### src/rtl/label_bounding_box_table_core_macros.svh
// assertion macros used by the label bounding box table core
`ifndef LABEL_BOUNDING_BOX_TABLE_CORE_MACROS_SVH
`define LABEL_BOUNDING_BOX_TABLE_CORE_MACROS_SVH

// same-cycle implication, checked outside reset
`define LBBT_ASSERT_IMP(name, ante, cons, msg) \
    name: assert property (@(posedge clk) disable iff (!rst_n) (ante) |-> (cons)) \
        else $error(msg);

// next-cycle implication, checked outside reset
`define LBBT_ASSERT_NXT(name, ante, cons, msg) \
    name: assert property (@(posedge clk) disable iff (!rst_n) (ante) |=> (cons)) \
        else $error(msg);

`endif

### src/rtl/lbbt_pkg.sv
// shared types and constants for the label bounding box table
package lbbt_pkg;

    // fixed field widths of the item channels
    localparam int FIELD_BITS = 12;
    localparam int SIZE_BITS  = 24;

    // defaults for the top level parameters
    localparam int LABEL_COUNT_DEF = 4096;
    localparam int COORD_BITS_DEF  = 12;

    // saturation value of the box size
    localparam logic [SIZE_BITS-1:0] SIZE_MAX = {SIZE_BITS{1'b1}};

    // command codes
    localparam logic CMD_ACCUM = 1'b0;
    localparam logic CMD_READ  = 1'b1;

    // request item
    typedef struct packed {
        logic                  command;
        logic [FIELD_BITS-1:0] label;
        logic [FIELD_BITS-1:0] column;
        logic [FIELD_BITS-1:0] row;
    } req_item_t;

    // response item
    typedef struct packed {
        logic                  present;
        logic [FIELD_BITS-1:0] left;
        logic [FIELD_BITS-1:0] top;
        logic [FIELD_BITS-1:0] right;
        logic [FIELD_BITS-1:0] bottom;
        logic [SIZE_BITS-1:0]  box_size;
    } rsp_item_t;

endpackage

### src/rtl/lbbt_merge.sv
// forwarding select and min/max widening of one box entry
module lbbt_merge
    import lbbt_pkg::*;
#(
    parameter int COORD_BITS = COORD_BITS_DEF,
    localparam int ENTRY_W   = 1 + 4 * COORD_BITS
)
(
    input  logic [ENTRY_W-1:0]    rd_entry,
    input  logic                  fwd_hit,
    input  logic [ENTRY_W-1:0]    fwd_entry,
    input  logic [COORD_BITS-1:0] column,
    input  logic [COORD_BITS-1:0] row,
    output logic [ENTRY_W-1:0]    merged,
    output logic                  cur_present,
    output logic [COORD_BITS-1:0] cur_left,
    output logic [COORD_BITS-1:0] cur_top,
    output logic [COORD_BITS-1:0] cur_right,
    output logic [COORD_BITS-1:0] cur_bottom,
    output logic [COORD_BITS-1:0] width,
    output logic [COORD_BITS-1:0] height
);

    logic [ENTRY_W-1:0]    cur;
    logic [COORD_BITS-1:0] new_left;
    logic [COORD_BITS-1:0] new_top;
    logic [COORD_BITS-1:0] new_right;
    logic [COORD_BITS-1:0] new_bottom;

    // newest copy of the entry
    assign cur         = fwd_hit ? fwd_entry : rd_entry;
    assign cur_present = cur[ENTRY_W-1];
    assign cur_left    = cur[4*COORD_BITS-1:3*COORD_BITS];
    assign cur_top     = cur[3*COORD_BITS-1:2*COORD_BITS];
    assign cur_right   = cur[2*COORD_BITS-1:COORD_BITS];
    assign cur_bottom  = cur[COORD_BITS-1:0];

    // extent for the size product
    assign width  = cur_right - cur_left;
    assign height = cur_bottom - cur_top;

    // first pixel sets a point, later ones widen the box
    always_comb
    begin
        if (!cur_present)
        begin
            new_left   = column;
            new_right  = column;
            new_top    = row;
            new_bottom = row;
        end
        else
        begin
            new_left   = (column < cur_left)   ? column : cur_left;
            new_right  = (column > cur_right)  ? column : cur_right;
            new_top    = (row < cur_top)       ? row    : cur_top;
            new_bottom = (row > cur_bottom)    ? row    : cur_bottom;
        end
    end

    assign merged = {1'b1, new_left, new_top, new_right, new_bottom};

endmodule

### config.mk
export PLATFORM = sky130hd
export DESIGN_NAME = lbbt_merge
export DESIGN_NICKNAME = d
export VERILOG_FILES = /design/src/rtl/label_bounding_box_table_core_macros.svh /design/src/rtl/lbbt_pkg.sv /design/src/rtl/lbbt_merge.sv
export SDC_FILE = /design/constraint.sdc
export NUM_CORES = 1
export LEC_CHECK = 0
export ABC_AREA = 1
export ABC_CLOCK_PERIOD_IN_PS = 4950
export BUFFER_PORTS_ARGS = -buffer_cell sky130_fd_sc_hd__buf_2
export CAP_MARGIN = 5
export CORE_AREA = 2 2 96 98
export DETAILED_ROUTE_END_ITERATION = 10
export DIE_AREA = 0 0 98 100
export GPL_ROUTABILITY_DRIVEN = 0
export PLACE_DENSITY = 0.83
export SLEW_MARGIN = 10
export SYNTH_ARGS = -nofsm -noshare
export SYNTH_HDL_FRONTEND = slang
export SYNTH_SLANG_ARGS = --single-unit
### constraint.sdc
create_clock -name vclk -period 4.95
set_input_delay 0.7425 -clock vclk [all_inputs]
set_output_delay 0.7425 -clock vclk [all_outputs]
set_load 0.005 [all_outputs]
# After elaboration in Yosys (flattened, before gate mapping)
# Index checks and enable logic that the tools add are counted.
dict set report totals {
  ff_bits 0
  inputBits 123
  output_inout_bits 122
  elab_cells 15
}
dict set report op_classes {
  n_addsub 2
  n_lt_le_gt_ge 4
  mux 9
}
# op count
set op_table {}
lappend op_table {{12-bit two-way mux} 8}
lappend op_table {{49-bit two-way mux} 1}
lappend op_table {{12-bit > comparator} 2}
lappend op_table {{12-bit < comparator} 2}
lappend op_table {{12-bit subtractor} 2}

# Logic depth before layout (Yosys ltp)
dict set report depth {
  ltp_word 4
  ltp_mapped 17
  ltp_nobuf 14
}

# Worst setup path before layout
# No wires, ideal clock.
dict set report synth_path {
  path_type {input to output}
  from {in fwd_hit}
  to {out width[8]}
  arrival_time_ns 2.558
  required_ns 4.208
  setup_slack_ns 1.650
  stages 10
  n_path_buf 2
  cell_sequence {inv_2 -> buf_6 -> clkbuf_1 -> or2_1 -> o21ai_2 -> ha_1 -> fa_1 -> o31ai_1 -> a21oi_1 -> xnor2_1}
}
dict set report synth_between {
  elab_chain_cells 2
}
# item line_no
set synth_lines {}
lappend synth_lines {{start: declaration} lbbt_merge.sv:10} ;# input logic fwd_hit,
lappend synth_lines {{49-bit two-way mux} lbbt_merge.sv:31} ;# assign cur = fwd_hit ? fwd_entry : rd_entry;
lappend synth_lines {{12-bit subtractor} lbbt_merge.sv:39} ;# assign width = cur_right - cur_left;
lappend synth_lines {{end: declaration} lbbt_merge.sv:20} ;# output logic [COORD_BITS-1:0] width,
# Every way passes these cells.

# Worst setup path after layout
dict set report layout_path {
  from {in fwd_hit}
  to {out merged[18]}
}
dict set report layout_between {
  elab_chain_cells 4
}
# item line_no
set layout_lines {}
lappend layout_lines {{49-bit two-way mux (*)} lbbt_merge.sv:31}
lappend layout_lines {{12-bit > comparator} lbbt_merge.sv:55} ;# new_right = (column > cur_right) ? column : cur_right;
lappend layout_lines {{12-bit two-way mux} lbbt_merge.sv:55}
lappend layout_lines {{12-bit two-way mux (*)} lbbt_merge.sv:45} ;# if (!cur_present)
lappend layout_lines {{end: declaration} lbbt_merge.sv:14} ;# output logic [ENTRY_W-1:0] merged,
# Every way passes the cells marked *; elsewhere a longest branch is shown, timed or not.

==> results.md <==
Detailed routing:
- After the first detailed-routing iteration, the DRC count stood at 147.
- After detailed routing, the total wire length is 13800 um.
- Dividing the detail-routed wire length by the instance count gives 14.3 um.
- After detailed routing, the number of vias per cell comes to 5.19.
- In the final routing, the length of wire on met1 measures 5370 um.
- The routed layout has 5000 vias.
- The count of nets left with antenna violations after detail routing is 0.
- The met2 wire length is 6860 um.
- In this run the top signal layer used is met5.
- After detailed routing, the met3 layer carries 1220 um of wire.
- After detailed routing, the number of remaining DRC violations is 0.
- The first-pass detailed-route iteration total is 5.

STA:
- The hold violation total from the final report was 0.
- The sum of negative setup slack is 0 ns.
- The number of max-slew violations in the final report was 0.
- The final critical path time including I/O delays and setup is 4.37 ns.
- The fraction of the cycle the final worst path needs is 88.3%.
- Headroom to the max-slew limit came out at 40.8%.
- The transition time at the pin with the least slew margin is 0.885 ns.
- The final-report setup violation count is 0.
- Setup repair after global routing left no endpoint under its margin.
- The top achievable clock speed is 229 MHz.

Power:
- The power density over cell area is 149 nW/um^2.
- The leakage dissipation is 2.92 nW.
- The worst-case IR drop observed on VDD is 0.0782 mV.

Yosys:
- The multiplexer share of the synthesized area is 0%.
- Dividing the synthesized area by the synthesized cell count gives 5.77 sq um.
- After synthesis, the cell types taking the most area are sky130_fd_sc_hd__ha_1, sky130_fd_sc_hd__nand2_1, sky130_fd_sc_hd__nand3_1.
- Sequential elements use 0% of the synthesized area.
- The synthesized netlist cell count is 630.
- The total standard cell area after synthesis is 3640 sq um.
- The synthesized netlist devotes 17.3% of its cell area to compound gates.
- The share of the synthesized area in the top cell type is 23.4%.
- The cell accounting for the most synthesized area is sky130_fd_sc_hd__ha_1.
- The number of distinct library cells after synthesis is 34.
- After Yosys synthesis, and, or, nand and nor cells account for 40.3% of the synthesized area.
- The adder and majority cell fraction of the synthesized area is 24.5%.
- The post-synthesis share of cell area spent on xor and xnor gates is 5.71%.
- The most common cell in the netlist is sky130_fd_sc_hd__nand2_1.
- The largest family of logic cells by synthesized area is simple AND/OR/NAND/NOR gates.
- The net count of the mapped netlist is 823.
- For this run, the number of Yosys warnings is 0.
- After synthesis, the most frequently instantiated cells are sky130_fd_sc_hd__nand2_1, sky130_fd_sc_hd__ha_1, sky130_fd_sc_hd__nand3_1.

Floorplanning:
- Pin placement for this block handled 245 I/O pins.
- Once the floorplan was initialized, standard cells occupied 40.9% of the core.
- The number of placement rows is 35.
- The overall die area is 9800 sq um.
- Measured along the x axis, the die boundary spans 98 um.
- The die height is 100 um.
- The area of the core region is 8890 sq um.

Cells and area:
- The multi-input combinational cell area is 3200 sq um.
- The area taken by flip-flops and latches is 0 sq um.
- The number of antenna diodes in the final layout is 0.
- The share of post-route cells with drive strength above 1 is 33.5%.
- Compared with the post-synthesis result, the final layout area differs by 34.0%.
- The number of clock buffer instances in the layout is 0.
- The final sequential cell count is 0.
- The layout has 952 filler cells.
- The post-route cell area is 4870 sq um.
- After the last flow step, the layout net total stands at 1048.

Global routing:
- The number of global-route vias before repair is 4710.
- The global route total overflow is 0.
- The initial antenna violation count is 1.
- The global-route wire length before repair is 21500 um.
- Entering global routing, the biggest net connects 50 pins.
- The global-route total usage across every layer is 26.1%.

Status:
- The run finished with clean final reports.

Setup path:
- The kind of start point of the critical path is an input pin.
- The required time reported for the critical path endpoint is 4.21 ns.
- The startpoint-to-endpoint class of the critical path is input pin to output port.
- The critical path goes through buf_2 -> inv_2 -> or2_2 -> o21a_1 -> inv_1 -> ha_1 -> nand2_1 -> nor3_1 -> nand3_1 -> nand2_1 -> nand2_1 -> nand2_1 -> nand2_1 -> buf_2.
- For this design, the slowest cell found on the critical path is sky130_fd_sc_hd__inv_2.
- The capturing element type of the critical path is an output port.
- At the worst endpoint, the arrival time is 3.63 ns.
- In this design, the stage delay of the slowest critical-path cell is 0.48 ns.
- Of all nets on the critical path, the largest fanout is 49.
- The most used cell along the critical path is sky130_fd_sc_hd__nand2_1.

Run:
- The max-capacitance violation count is 0.

Clock network:
- The number of buffers inserted for hold repair after clock tree synthesis is 0.
- The number of setup buffers added after CTS is 0.
- After clock tree synthesis, the repair step resized 0 gates.

Worst hold path:
- The min-delay analysis places its worst path in the category input pin to output port.

Placed design:
- The detailed placement HPWL is 11500 um.
- In this run the cell area measured after placement is 4870 sq um.
- The count of buffers added on input and output ports is 244.
report_power, final:
group	internal, mW	switching, mW
registers	0	0
clock network	0	0
logic	0.304	0.422
worst paths after layout:
check                from         end  slack [ns]  cells after the start
hold / removal     row[1]   merged[1]        1.80                      4
setup / recovery  fwd_hit  merged[18]        0.58                     14
cells by family (layout without fill, tap and decap cells):
logic type               Yosys count  count (layout)
buffers and inverters            102             325
AND/OR/NAND/NOR                  325             325
adder cells (fa/ha/maj)           70              70
other                              1               1
XOR/XNOR                          22              22
AO/OA/AOI/OAI                    110             110
cell usage in the layout (no fill, tap or decap), types with 2 or more instances in the layout:
master and count:
sky130_fd_sc_hd__o21a_2 2, sky130_fd_sc_hd__o21a_1 4, sky130_fd_sc_hd__o21ai_0 20, sky130_fd_sc_hd__xor2_1 11, sky130_fd_sc_hd__xnor2_2 2, sky130_fd_sc_hd__o21ai_1 27
sky130_fd_sc_hd__nor3_1 5, sky130_fd_sc_hd__nand3b_1 2, sky130_fd_sc_hd__fa_1 2, sky130_fd_sc_hd__nand2_2 5, sky130_fd_sc_hd__nand4_1 6, sky130_fd_sc_hd__inv_2 14
sky130_fd_sc_hd__xnor2_1 9, sky130_fd_sc_hd__inv_1 64, sky130_fd_sc_hd__nand3_1 67, sky130_fd_sc_hd__a211oi_1 3, sky130_fd_sc_hd__and2_1 2, sky130_fd_sc_hd__ha_1 68
sky130_fd_sc_hd__nor2_1 27, sky130_fd_sc_hd__nand2_1 165, sky130_fd_sc_hd__or2_1 43, sky130_fd_sc_hd__a21oi_1 38, sky130_fd_sc_hd__buf_4 3, sky130_fd_sc_hd__o21ai_2 13
sky130_fd_sc_hd__or2_2 3, sky130_fd_sc_hd__buf_2 244
final cells by class:
type	instances	share of cell area [%]
multi-input combinational	528	65.6
timing repair buffer	247	25.5
inverter	78	6.01
tap	111	2.85
stage by stage:
stage	power (mW)	instances	setup slack, ns	hold WS [ns]	utilization, %
final	0.726	964	0.581	1.80	54.8
after global routing	0.811	964	0.198	1.83	54.8
after CTS	0.721	964	0.586	1.80	54.8
after detailed placement	0.718	964	0.591	1.80	54.8
after global placement	0.712	964	0.711	1.79	54.8
after floorplan	0.429	630	1.65	1.58	-
per-layer routing:
layer,vias to the layer above,track usage (%)
met5,-,0
met4,2,7.91
met3,25,4.25
met2,240,49.9
met1,2207,29.6
li1,2526,-
critical path: cells and delay by family:
| family | cells | cell delay, ns |
|---|---|---|
| simple gates | 8 | 1.58 |
| compound gates | 1 | 0.23 |
| buf+inv | 4 | 0.79 |
| fa+ha+maj | 1 | 0.29 |
No activity file was read; power rests on OpenSTA's default activity.
