## config.mk

```make
export PLATFORM = sky130hd
export DESIGN_NAME = lbbt_size
export DESIGN_NICKNAME = d
export VERILOG_FILES = /design/src/rtl/label_bounding_box_table_core_macros.svh /design/src/rtl/lbbt_pkg.sv /design/src/rtl/lbbt_size.sv
export SDC_FILE = /design/constraint.sdc
export NUM_CORES = 1
export LEC_CHECK = 0
export BUFFER_PORTS_ARGS = -buffer_cell sky130_fd_sc_hd__buf_4
export CORE_MARGIN = 10
export CORE_UTILIZATION = 62
export CTS_CLUSTER_SIZE = 8
export DETAILED_ROUTE_END_ITERATION = 16
export GPL_TIMING_DRIVEN = 0
export PLACE_DENSITY = 0.86
export RECOVER_POWER = 100
export SYNTH_ARGS = -nofsm -noshare
export SYNTH_HDL_FRONTEND = slang
export SYNTH_SLANG_ARGS = --single-unit
```

## constraint.sdc

```tcl
create_clock -name clk -period 10.61 [get_ports clk]
set_clock_uncertainty 0.2 [all_clocks]
set_input_delay 0 -clock clk [delete_from_list [all_inputs] [get_ports clk]]
set_output_delay 0 -clock clk [all_outputs]
set_load 0.02 [all_outputs]
```

## src/rtl/label_bounding_box_table_core_macros.svh

```systemverilog
// assertion macros used by the label bounding box table core
`ifndef LABEL_BOUNDING_BOX_TABLE_CORE_MACROS_SVH
`define LABEL_BOUNDING_BOX_TABLE_CORE_MACROS_SVH

// same-cycle implication, checked outside reset
`define LBBT_ASSERT_IMP(name, ante, cons, msg) \
    name: assert property (@(posedge clk) disable iff (!rst_n) (ante) |-> (cons)) \
        else $error(msg);

// next-cycle implication, checked outside reset
`define LBBT_ASSERT_NXT(name, ante, cons, msg) \
    name: assert property (@(posedge clk) disable iff (!rst_n) (ante) |=> (cons)) \
        else $error(msg);

`endif

```

## src/rtl/lbbt_pkg.sv

```systemverilog
// shared types and constants for the label bounding box table
package lbbt_pkg;

    // fixed field widths of the item channels
    localparam int FIELD_BITS = 12;
    localparam int SIZE_BITS  = 24;

    // defaults for the top level parameters
    localparam int LABEL_COUNT_DEF = 4096;
    localparam int COORD_BITS_DEF  = 12;

    // saturation value of the box size
    localparam logic [SIZE_BITS-1:0] SIZE_MAX = {SIZE_BITS{1'b1}};

    // command codes
    localparam logic CMD_ACCUM = 1'b0;
    localparam logic CMD_READ  = 1'b1;

    // request item
    typedef struct packed {
        logic                  command;
        logic [FIELD_BITS-1:0] label;
        logic [FIELD_BITS-1:0] column;
        logic [FIELD_BITS-1:0] row;
    } req_item_t;

    // response item
    typedef struct packed {
        logic                  present;
        logic [FIELD_BITS-1:0] left;
        logic [FIELD_BITS-1:0] top;
        logic [FIELD_BITS-1:0] right;
        logic [FIELD_BITS-1:0] bottom;
        logic [SIZE_BITS-1:0]  box_size;
    } rsp_item_t;

endpackage

```

## src/rtl/lbbt_size.sv

```systemverilog
// box size multiply stage and response output register
module lbbt_size
    import lbbt_pkg::*;
#(
    parameter int COORD_BITS = COORD_BITS_DEF
)
(
    input  logic                  clk,
    input  logic                  rst_n,
    input  logic                  load,
    input  logic                  present,
    input  logic [COORD_BITS-1:0] left,
    input  logic [COORD_BITS-1:0] top,
    input  logic [COORD_BITS-1:0] right,
    input  logic [COORD_BITS-1:0] bottom,
    input  logic [COORD_BITS-1:0] width,
    input  logic [COORD_BITS-1:0] height,
    output logic                  busy,
    output logic                  rsp_valid,
    input  logic                  rsp_stall,
    output rsp_item_t             rsp
);

    logic                    s2_valid_reg;
    logic                    s2_valid_next;
    logic                    s2_present_reg;
    logic [COORD_BITS-1:0]   s2_left_reg;
    logic [COORD_BITS-1:0]   s2_top_reg;
    logic [COORD_BITS-1:0]   s2_right_reg;
    logic [COORD_BITS-1:0]   s2_bottom_reg;
    logic [COORD_BITS-1:0]   s2_width_reg;
    logic [COORD_BITS-1:0]   s2_height_reg;
    logic                    out_valid_reg;
    logic                    out_valid_next;
    rsp_item_t               out_reg;
    rsp_item_t               out_next;
    logic                    out_free;
    logic [2*COORD_BITS-1:0] product;
    logic [31:0]             product_wide;

    // output register is free when empty or taken this cycle
    assign out_free = !out_valid_reg || !rsp_stall;
    assign busy     = s2_valid_reg && !out_free;

    // size product with saturation
    assign product      = s2_width_reg * s2_height_reg;
    assign product_wide = 32'(product);

    always_comb
    begin
        out_next = '0;
        if (s2_present_reg)
        begin
            out_next.present = 1'b1;
            out_next.left    = FIELD_BITS'(s2_left_reg);
            out_next.top     = FIELD_BITS'(s2_top_reg);
            out_next.right   = FIELD_BITS'(s2_right_reg);
            out_next.bottom  = FIELD_BITS'(s2_bottom_reg);
            out_next.box_size = (product_wide > 32'(SIZE_MAX)) ? SIZE_MAX
                                                               : product_wide[SIZE_BITS-1:0];
        end
    end

    // valid flags of both stages
    always_comb
    begin
        s2_valid_next  = s2_valid_reg;
        out_valid_next = out_valid_reg;
        if (out_free)
        begin
            out_valid_next = s2_valid_reg;
        end
        if (!busy)
        begin
            s2_valid_next = load;
        end
    end

    always_ff @(posedge clk or negedge rst_n)
    begin
        if (!rst_n)
        begin
            s2_valid_reg  <= 1'b0;
            out_valid_reg <= 1'b0;
        end
        else
        begin
            s2_valid_reg  <= s2_valid_next;
            out_valid_reg <= out_valid_next;
        end
    end

    // payload registers
    always_ff @(posedge clk)
    begin
        if (!busy && load)
        begin
            s2_present_reg <= present;
            s2_left_reg    <= left;
            s2_top_reg     <= top;
            s2_right_reg   <= right;
            s2_bottom_reg  <= bottom;
            s2_width_reg   <= width;
            s2_height_reg  <= height;
        end
        if (out_free && s2_valid_reg)
        begin
            out_reg <= out_next;
        end
    end

    assign rsp_valid = out_valid_reg;
    assign rsp       = out_reg;

endmodule

```

# == Yosys cells after proc, flatten, opt, wreduce, memory -nomap -nowiden ==
# Cells that the tools add are included.
# op_classes
reduce_logical,8
multipliers,1
n_lt_le_gt_ge,1
n_mux,2
# op_table
op,count
$mux 73,1
$gt 24x24->1 const B,1
$mul 12x12->24,1
$mux 24,1
$logic_not 1->1,4
$logic_and 1x1->1,3
$logic_or 1x1->1,1
# totals
inputBits,77
word_cells,27
output_inout_bits,75
ff_bits,148

# == Longest topological paths before layout ==
# Gate-level depths: netlist of the first run.
# logic_depth
depth_word,6
depth_mapped,19
depth_no_buf,18

# == Least setup slack after synthesis of the first run ==
# Ideal clock, no wire load.
# synth_timing
path_type,register -> register
from,register out_valid_reg (netlist: rsp_valid)
to,register out_reg (netlist bit rsp[0]) (enable)
path_stages_with_launch,2
synth_period_minus_slack_ps,6625
arrival_time_ps,5810
setup_slack_ps,3985
n_path_buf,0
t_required_ps,9794
setup_time_ps,616
path_cell_list,dfrtp_1 -> a21boi_0
# synth_via
elab_chain_cells,3
# synth_lines
item,line_no,source
start: declaration,lbbt_size.sv:33,logic out_valid_reg;
start signal: assignment,lbbt_size.sv:89,out_valid_reg <= out_valid_next;
$logic_not 1->1,lbbt_size.sv:42,assign out_free = !out_valid_reg || !rsp_stall;
$logic_or 1x1->1,lbbt_size.sv:42,
$logic_and 1x1->1,lbbt_size.sv:106,if (out_free && s2_valid_reg)
end signal: assignment,lbbt_size.sv:108,out_reg <= out_next;
end: declaration,lbbt_size.sv:35,rsp_item_t out_reg;
# No other way between the ends.
# A chain may end at the register's enable or synchronous reset.

# == Worst setup path in the final report of the first run ==
# layout_timing
from,register s2_height_reg[5]
to,"register out_reg (netlist bit rsp[23]), data pin"
# layout_via
elab_chain_cells,3
# layout_lines
item,line_no,source
start: declaration,lbbt_size.sv:32,logic [COORD_BITS-1:0] s2_height_reg;
start signal: assignment,lbbt_size.sv:104,s2_height_reg <= height;
$mul 12x12->24 *,lbbt_size.sv:46,assign product = s2_width_reg * s2_height_reg;
$gt 24x24->1,lbbt_size.sv:59,out_next.box_size = (product_wide > 32'(SIZE_MAX)) ? SIZE_MAX
$mux 24 *,lbbt_size.sv:59,
# Mark *: on every way between the ends. The rest lies on a longest branch, timed or not.

==> flow_metrics.py, run 1 <==
metrics = {
    "setup_path": {
        "worst-endpoint-required_ps": 10580,
        "crit_path_max_incr_delay_ps": 560,
        "critPathMaxFanout": 10,
        "cp-start-kind": "register",
        "worstSetupEndpointType": "register",
        "crit_type": "register to register",
        "cp_cell_sequence": "clkbuf_1, nand2_1, fa_1, fa_1, inv_1, fa_1, fa_1, inv_1, fa_1, inv_1, ha_1, a211o_1, a21oi_1, o21ai_0, a31oi_4, o21bai_1, mux2_1",
        "crit_path_frequent_cell": "fa_1",
        "crit_slowest_cell": "fa_1",
        "worst_ep_arrival_time_ps": 6120,
    },
    "clock_tree": {
        "ctsResizeCount": 0,
        "post_cts.repair.setup_buffers": 0,
        "cts_made_buffers": 17,
        "root_buffer": "clkbuf_16",
        "clkLatencyLatePin_ps": 430,
        "ctsHoldBuffers": 78,
        "cts.sink_count": 148,
        "clkSlewWorstSetupHoldPaths_ps": 80,
        "clock_path_buffers": 2,
        "cts_tree": "yes",
        "h-tree-depth": 4,
    },
    "global_route": {
        "grt-ovfl-total": 0,
        "grt_max_degree": 46,
        "grt_use_total_pct": 26.4,
        "antenna_found_initial": 1,
        "grt_pass1_wl_um": 41500,
        "grt_pass1_vias": 7555,
    },
    "run_status": {
        "failed_checks": "max-capacitance violations, max-slew violations",
        "outcome": "finished, violations left",
    },
    "power_and_ir_drop": {
        "p_per_area_mw_per_mm2": 258,
        "power_mw": 3.13,
        "intPower_mw": 1.76,
        "p_clk_share_pct": 19.7,
        "power.leakage_nw": 5.33,
        "peakVddDrop_mv": 0.271,
        "seq_power_share_pct": 25.0,
        "combPwrFrac_pct": 55.3,
        "switching_share_pct": 43.9,
        "p_switching_mw": 1.38,
    },
    "logic_synthesis": {
        "synth_nets": 1043,
        "synth-seq-cells": 148,
        "synth_seq_area_share_pct": 45.9,
        "synthTopCellsByArea": "edfxtp_1, fa_1, ha_1",
        "synth_cell_types": 38,
        "syn_avg_cell_area_sq_um": 12.0,
        "synth_top_area_share_pct": 45.4,
        "yosysWarnings": 0,
        "synth_area_sq_mm": 0.00966,
        "synth_top_cell_by_area": "edfxtp_1",
        "syn-instance-count": 804,
    },
    "timing": {
        "rsz0062_at_grt": "false",
        "final.setup.tns_ps": 0,
        "period_needed_ps": 6150,
        "max_clock_freq_mhz": 163,
        "fin_ws_ps": 4460,
        "hold_violations": 0,
        "fin_crit_sh_pct": 58.0,
        "holdWs_ps": 102,
        "relSlewSlack_pct": -81.8,
        "tightest_slew_ps": 2700,
        "setup_viol": 0,
        "drv_slew": 128,
    },
    "die": {
        "die_h_um": 145,
        "dieArea_sq_mm": 0.0210,
        "fp-row-count": 45,
        "core_sq_mm": 0.0153,
        "die_x_um": 145,
        "pin_count": 152,
        "initial_core_util_pct": 63.3,
    },
    "placement": {
        "placed_cells": 1169,
        "place_congestion": 0.897,
        "io_buffer_count": 151,
        "dp_slack_ps": 4660,
        "place_hpwl_um": 16400,
    },
    "final_layout": {
        "drive_above_1_share_pct": 9.74,
        "regArea_sq_mm": 0.00443,
        "layout_common_cells": "edfxtp_1, inv_1, clkbuf_1",
        "synthToLayoutAreaGrowth_pct": 25.6,
        "fin_cells": 1280,
        "fill_cells": 868,
        "largest_reg_flops": 73,
        "multi_input_area_sq_mm": 0.00458,
        "nNetsFinal": 1294,
        "final_common_cell": "edfxtp_1",
    },
    "worst_hold_path": {
        "hold_path_class": "input port to register",
    },
    "drt": {
        "drt_wl_total_um": 26000,
        "postRouteAntennaNets": 0,
        "first_iter_violations": 477,
        "vias_per_cell": 5.42,
        "drc": 0,
        "drtPass1Iterations": 5,
        "num_vias": 6943,
        "wire_per_inst_um": 20.3,
    },
    "run": {
        "cap_violations": 5,
    },
}
[worst max-delay path: cells and delay by family, from the launching register on]
| kind | cells | cell delay, ps |
|---|---|---|
| AO/OA/AOI/OAI | 5 | 1020 |
| adder cells (fa/ha/maj) | 6 | 3030 |
| buffers and inverters | 4 | 640 |
| AND/OR/NAND/NOR | 1 | 180 |
| multiplexers | 1 | 330 |
| flip-flops | 1 | 480 |
[final cells by class]
cell class	count	area share (%)
sequential	148	36.6
buffer	36	1.11
inverter	134	4.15
multi-input combinational	486	37.8
antenna	1	0.0206
tap	211	2.18
timing repair buffer	232	13.4
clock inverter	15	1.30
clock buffer	17	3.51
[power by group through the flow]
| stage | Sequential (mW) | Clock (mW) | Combinational [mW] |
|---|---|---|---|
| floorplan | 0.855 | 0 | 1.16 |
| global placement | 0.793 | 0 | 1.61 |
| detailed placement | 0.788 | 0 | 1.66 |
| CTS | 0.777 | 0.606 | 1.71 |
| global route | 0.790 | 0.639 | 1.92 |
| finish | 0.785 | 0.616 | 1.73 |
[cell families after synthesis]
kind of cell	count (synthesis)	share of synthesized area, %
muxes	3	0.363
AOI/OAI and AO/OA	63	4.42
and+or+nand+nor	247	13.0
xor gates and xnor gates	11	0.997
adders and majority gates	162	28.8
DFF	148	45.9
buffers and inverters	170	6.61
[per-layer routing]
| layer | wire length [um] | share of wire [%] | vias to the layer above | global-route usage [%] |
|---|---|---|---|---|
| met2 | 13900 | 53 | 335 | 47.4 |
| li1 | - | - | 3085 | - |
| met5 | 0 | 0 | - | 0 |
| met4 | 1040 | 4.0 | 0 | 10.3 |
| met3 | 2410 | 9.2 | 70 | 8.83 |
| met1 | 8670 | 33 | 3453 | 27.9 |
[cells in the mapped netlist]
cell type / number
edfxtp_1: 146
inv_1: 134
and2_1: 110
fa_1: 100
nand2_1: 98
ha_1: 62
clkbuf_1: 36
nor2_1: 16
a21oi_1: 15
o21ai_0: 10
a21o_1: 8
o21a_1: 7
a211oi_1: 6
nand3_1: 6
xnor2_1: 6
xor2_1: 5
nand2b_1: 4
nor3_1: 4
a211o_1: 3
o21bai_1: 3
a31oi_1: 2
and3_1: 2
dfrtp_1: 2
mux2i_1: 2
nand4_1: 2
o211ai_1: 2
o21ai_1: 2
a21bo_1: 1
a21boi_0: 1
a31oi_4: 1
mux2_4: 1
nand4b_1: 1
nor2b_1: 1
nor3b_1: 1
nor4_1: 1
o211a_1: 1
o31a_1: 1
or2_2: 1
[worst paths after layout]
check / startpoint / to / slack, ps / cells after the start
setup / recovery: s2_height_reg[5] / rsp[23] / 4460 / 17
hold / removal: present / s2_present_reg / 100 / 2
min in group asynchronous: rst_n / s2_valid_reg / 280 / 3
hold reg to reg: s2_present_reg / rsp[72] / 290 / 0
setup reg to reg: s2_height_reg[5] / rsp[23] / 4460 / 17
max in group asynchronous: rst_n / rsp_valid / 9800 / 3
[through the flow]
step	instance area [sq um]	utilization [%]
finish	12100	79.5
detailed placement	11100	72.9
global placement	11100	72.5
CTS	12500	81.9
floorplan	9660	-
global route	12100	79.5
No activity file was read; power rests on OpenSTA's default activity.
==> run 2: changes to the inputs <==
Settings changed: CORE_UTILIZATION 62 to 52, PLACE_DENSITY 0.86 to 0.77.
Clock period 10.61 ns to 5.1 ns, I/O delays scaled along.
==> flow_metrics.py, run 2 (synthesis gave the netlist of run 1 again) <==
metrics = {
    "placement": {
        "place_congestion": 0.892,
        "placed_cells": 1187,
        "io_buffer_count": 151,
        "place_hpwl_um": 16100,
        "dp_slack_ps": -489,
    },
    "timing": {
        "fin_crit_sh_pct": 102,
        "fin_ws_ps": -106,
        "rsz0062_at_grt": "true",
        "max_clock_freq_mhz": 192,
        "holdWs_ps": 103,
        "tightest_slew_ps": 3860,
        "drv_slew": 80,
        "setup_viol": 7,
        "hold_violations": 0,
        "period_needed_ps": 5210,
        "relSlewSlack_pct": -159,
    },
    "final_layout": {
        "nNetsFinal": 1327,
        "drive_above_1_share_pct": 21.9,
        "postLayoutCoreUtil_pct": 72.0,
        "layout_common_cells": "edfxtp_1, inv_1, nand2_1",
        "synthToLayoutAreaGrowth_pct": 35.2,
        "final_common_cell": "edfxtp_1",
        "fill_cells": 1270,
        "largest_reg_flops": 73,
        "fin_cells": 1331,
    },
    "setup_path": {
        "crit_type": "register to register",
        "cp-start-kind": "register",
        "worst-endpoint-required_ps": 5080,
        "worst_ep_arrival_time_ps": 5190,
        "critPathMaxFanout": 5,
        "worstSetupEndpointType": "register",
    },
    "drt": {
        "drc": 0,
        "first_iter_violations": 399,
        "postRouteAntennaNets": 0,
        "wire_per_inst_um": 17.4,
        "vias_per_cell": 5.16,
        "num_vias": 6863,
        "drt_wl_total_um": 23200,
        "drtPass1Iterations": 5,
    },
    "die": {
        "pin_count": 152,
        "dieArea_sq_mm": 0.0244,
        "die_x_um": 156,
        "initial_core_util_pct": 53.2,
        "die_h_um": 156,
        "core_sq_mm": 0.0181,
        "fp-row-count": 49,
    },
    "global_route": {
        "grt_use_total_pct": 19.4,
        "grt_pass1_wl_um": 37000,
        "grt_pass1_vias": 7407,
        "antenna_found_initial": 1,
        "grt_max_degree": 54,
        "grt-ovfl-total": 0,
    },
    "run_status": {
        "outcome": "finished, violations left",
        "failed_checks": "max-capacitance violations, max-slew violations, negative setup slack",
    },
    "power_and_ir_drop": {
        "p_clk_share_pct": 18.2,
        "switching_share_pct": 40.7,
        "combPwrFrac_pct": 59.9,
        "power_mw": 7.44,
        "intPower_mw": 4.41,
        "seq_power_share_pct": 21.9,
        "p_per_area_mw_per_mm2": 570,
        "p_switching_mw": 3.03,
        "power.leakage_nw": 5.71,
        "peakVddDrop_mv": 0.587,
    },
    "clock_tree": {
        "clock_path_buffers": 2,
        "clkLatencyLatePin_ps": 430,
        "cts_made_buffers": 17,
        "clkSlewWorstSetupHoldPaths_ps": 70,
        "cts.sink_count": 148,
        "root_buffer": "clkbuf_16",
        "cts_tree": "yes",
        "h-tree-depth": 4,
    },
    "run": {
        "cap_violations": 2,
    },
    "worst_hold_path": {
        "hold_path_class": "input port to register",
    },
}
[run 2: cell types whose count changed in the layout (fill, tap and decap cells not counted), moves of 11 or more]
cell and change:
and2_0 -14, buf_4 +41, clkbuf_1 -34, clkbuf_8 +11, ha_1 -16, ha_4 +13
[run 2: worst paths after layout]
check                            startpoint               end  slack [ps]  depth (start not counted)
max                        s2_height_reg[4]           rsp[23]        -110                         18
min                               bottom[9]  s2_bottom_reg[9]         100                          2
max reg2reg                s2_height_reg[4]           rsp[23]        -110                         18
min reg2reg                  s2_present_reg           rsp[72]         250                          0
max in group asynchronous             rst_n      s2_valid_reg        4310                          3
min in group asynchronous             rst_n         rsp_valid         260                          3
[run 2: final cells by class]
class / instances / area (sq um) / share of cell area [%]
sequential: 148 / 4430 / 34.0
clock inverter: 15 / 205 / 1.57
clock buffer: 17 / 425 / 3.26
antenna: 1 / 2.50 / 0.0192
tap: 229 / 287 / 2.19
timing repair buffer: 274 / 1990 / 15.3
inverter: 134 / 503 / 3.85
buffer: 27 / 277 / 2.12
multi-input combinational: 486 / 4930 / 37.8
[run 2: metrics by stage]
step	setup TNS [ps]	cell area, sq um
floorplan	0	9750
global placement	-72400	11200
detailed placement	-4130	11300
CTS	-192	13200
global route	-1880	13100
finish	-335	13100
[run 2: power by group through the flow]
| stage | registers [mW] | logic (mW) | clock network, mW |
|---|---|---|---|
| after detailed placement | 1.65 | 3.53 | 0 |
| final | 1.63 | 4.46 | 1.35 |
| after floorplan | 1.77 | 2.54 | 0 |
| after global placement | 1.65 | 3.42 | 0 |
| after global routing | 1.65 | 4.95 | 1.41 |
| after CTS | 1.63 | 4.20 | 1.37 |
[run 2: timing repair]
item	in CTS	in global routing
resized for setup	73	39
buffers inserted	37	4
hold buffers	78	0
cloned	1	0
endpoints found under the hold margin	122	0
pin swaps	55	18
setup endpoints to repair	13	12
[run 2: worst max-delay path: stages, from the launching register on]
cell	delay, ps
edfxtp_1	480
buf_6	170
clkbuf_8	150
nand2_2	80
fa_2	450
fa_2	550
inv_1	60
fa_2	430
fa_1	520
inv_1	50
fa_1	490
inv_2	50
ha_4	170
a211o_1	320
a21oi_2	160
o21ai_2	80
a31oi_4	170
o21bai_1	100
mux2_4	300
[run 2: layer usage]
metal / up-vias / GRT usage, % / part of all wire, %
met2: 268 / 35.1 / 53
met5: - / 0 / 0
met3: 50 / 4.85 / 6.6
met1: 3398 / 21.5 / 38
met4: 0 / 7.28 / 2.8
li1: 3147 / - / -
==> run 3: changes to the inputs <==
Settings changed: CORE_MARGIN 10 to 8.
==> flow_metrics.py, run 3 (synthesis gave the netlist of run 1 again) <==
metrics = {
    "global_route": {
        "antenna_found_initial": 0,
        "grtUsageMet2_pct": 35.7,
        "grt-ovfl-total": 0,
        "grt.met1_usage_pct": 21.9,
        "grt_pass1_vias": 7399,
        "grt_pass1_wl_um": 36800,
        "grt_max_degree": 54,
        "grt_use_total_pct": 20.0,
        "grt_most_used_layer": "met2",
        "grtUsageMet3_pct": 5.05,
    },
    "final_layout": {
        "finish.instance_area_sq_mm": 0.0131,
        "largest_reg_flops": 73,
        "final_common_cell": "edfxtp_1",
        "synthToLayoutAreaGrowth_pct": 35.6,
        "drive_above_1_share_pct": 22.5,
        "multi_input_area_sq_mm": 0.00492,
        "layout_common_cells": "edfxtp_1, inv_1, fa_1",
        "nNetsFinal": 1335,
        "fill_cells": 1253,
        "n_antenna_cell": 0,
        "regArea_sq_mm": 0.00443,
    },
    "drt": {
        "wire_per_inst_um": 17.2,
        "drtPass1Iterations": 5,
        "num_vias": 6889,
        "postRouteAntennaNets": 0,
        "vias_per_cell": 5.13,
        "drc": 0,
        "drt_wl_total_um": 23100,
        "first_iter_violations": 354,
    },
    "setup_path": {
        "crit_path_max_incr_delay_ps": 570,
        "worst_ep_arrival_time_ps": 5260,
        "critPathMaxFanout": 5,
        "crit_slowest_cell": "fa_2",
        "cp_cell_sequence": "clkbuf_8, buf_12, nand2_4, fa_2, inv_2, ha_4, inv_2, fa_1, inv_2, fa_1, inv_1, fa_1, inv_2, ha_4, o211a_1, o21a_1, o31a_1, a31oi_4, o21bai_1, mux2_4",
        "cp-start-kind": "register",
        "worst-endpoint-required_ps": 5080,
        "crit_type": "register to register",
        "worstSetupEndpointType": "register",
        "crit_path_frequent_cell": "inv_2",
    },
    "power_and_ir_drop": {
        "power_mw": 7.56,
        "peakVddDrop_mv": 0.564,
        "power.leakage_nw": 5.72,
        "p_per_area_mw_per_mm2": 577,
    },
    "run_status": {
        "failed_checks": "max-capacitance violations, max-slew violations, negative setup slack",
        "outcome": "finished, violations left",
    },
    "timing": {
        "hold_violations": 0,
        "fin_ws_ps": -173,
        "max_clock_freq_mhz": 190,
        "relSlewSlack_pct": -122,
        "drv_slew": 79,
        "fin_crit_sh_pct": 103,
        "setup_viol": 9,
        "period_needed_ps": 5270,
        "final.setup.tns_ps": -524,
        "rsz0062_at_grt": "true",
        "tightest_slew_ps": 3300,
    },
    "placement": {
        "placed_area_sq_mm": 0.0113,
        "io_buffer_count": 151,
        "place_congestion": 0.851,
        "place_hpwl_um": 15900,
        "dp_slack_ps": -479,
    },
    "die": {
        "die_x_um": 152,
        "initial_core_util_pct": 52.3,
        "pin_count": 152,
        "core_sq_mm": 0.0185,
        "dieArea_sq_mm": 0.0232,
        "die_h_um": 152,
        "fp-row-count": 50,
    },
    "clock_tree": {
        "cts_tree": "yes",
        "cts.sink_count": 148,
        "clkLatencyLatePin_ps": 430,
        "root_buffer": "clkbuf_16",
        "cts_made_buffers": 17,
        "clkSlewWorstSetupHoldPaths_ps": 70,
        "h-tree-depth": 4,
        "clock_path_buffers": 2,
    },
    "run": {
        "cap_violations": 2,
    },
    "worst_hold_path": {
        "hold_path_class": "input port to register",
    },
}
-- run 3: report_power, final --
group          switching, mW  internal [mW]  total [mW]
Combinational           2.46           2.10        4.56
Sequential            0.0531           1.58        1.63
Clock                  0.572          0.794        1.37
-- run 3: critical path, delay by kind of cell (launching register included) --
kind	cells	cell delay, ps
compound gates	5	900
fa+ha+maj	6	2610
buf+inv	7	540
flops	1	430
mux	1	310
simple gates	1	50
-- run 3: worst paths after layout --
kind | from | end | slack (ps) | cells past startpoint
max | s2_height_reg[8] | rsp[23] | -170 | 20
max reg2reg | s2_height_reg[8] | rsp[23] | -170 | 20
min reg2reg | s2_present_reg | rsp[72] | 250 | 0
min in group asynchronous | rst_n | rsp_valid | 240 | 3
min | width[11] | s2_width_reg[11] | 100 | 2
max in group asynchronous | rst_n | s2_valid_reg | 4340 | 3
-- run 3: timing repair --
item / in CTS / in global routing
hold buffers: 78 / 0
setup endpoints to repair: 13 / 13
resized for setup: 65 / 55
pin swaps: 51 / 22
endpoints found under the hold margin: 120 / 0
setup buffers: 35 / 14
gates cloned: 0 / 0
-- run 3: layout make-up --
| cell class | instances | share of cell area (%) |
|---|---|---|
| Buffer | 28 | 2.02 |
| Tap cell | 234 | 2.24 |
| Clock inverter | 15 | 1.60 |
| Multi-Input combinational cell | 486 | 37.5 |
| Clock buffer | 17 | 3.25 |
| Timing Repair Buffer | 281 | 15.7 |
| Inverter | 134 | 3.84 |
| Sequential cell | 148 | 33.9 |
-- run 3: metal layers --
layer  part of all wire (%)  up-vias  wire [um]
met4                    3.5        0        815
met5                      0        -          0
met1                     37     3447       8600
met2                     54      215      12400
met3                    5.4       58       1260
li1                       -     3169          -
-- run 3: metrics by stage --
stage / utilization (%) / hold WS [ps] / instances
final: 71.0 / 98.2 / 1343
after global placement: 60.5 / -417 / 1189
after detailed placement: 61.0 / -414 / 1192
after CTS: 71.5 / 64.5 / 1332
after global routing: 71.0 / 99.3 / 1343
after floorplan: - / -496 / 804
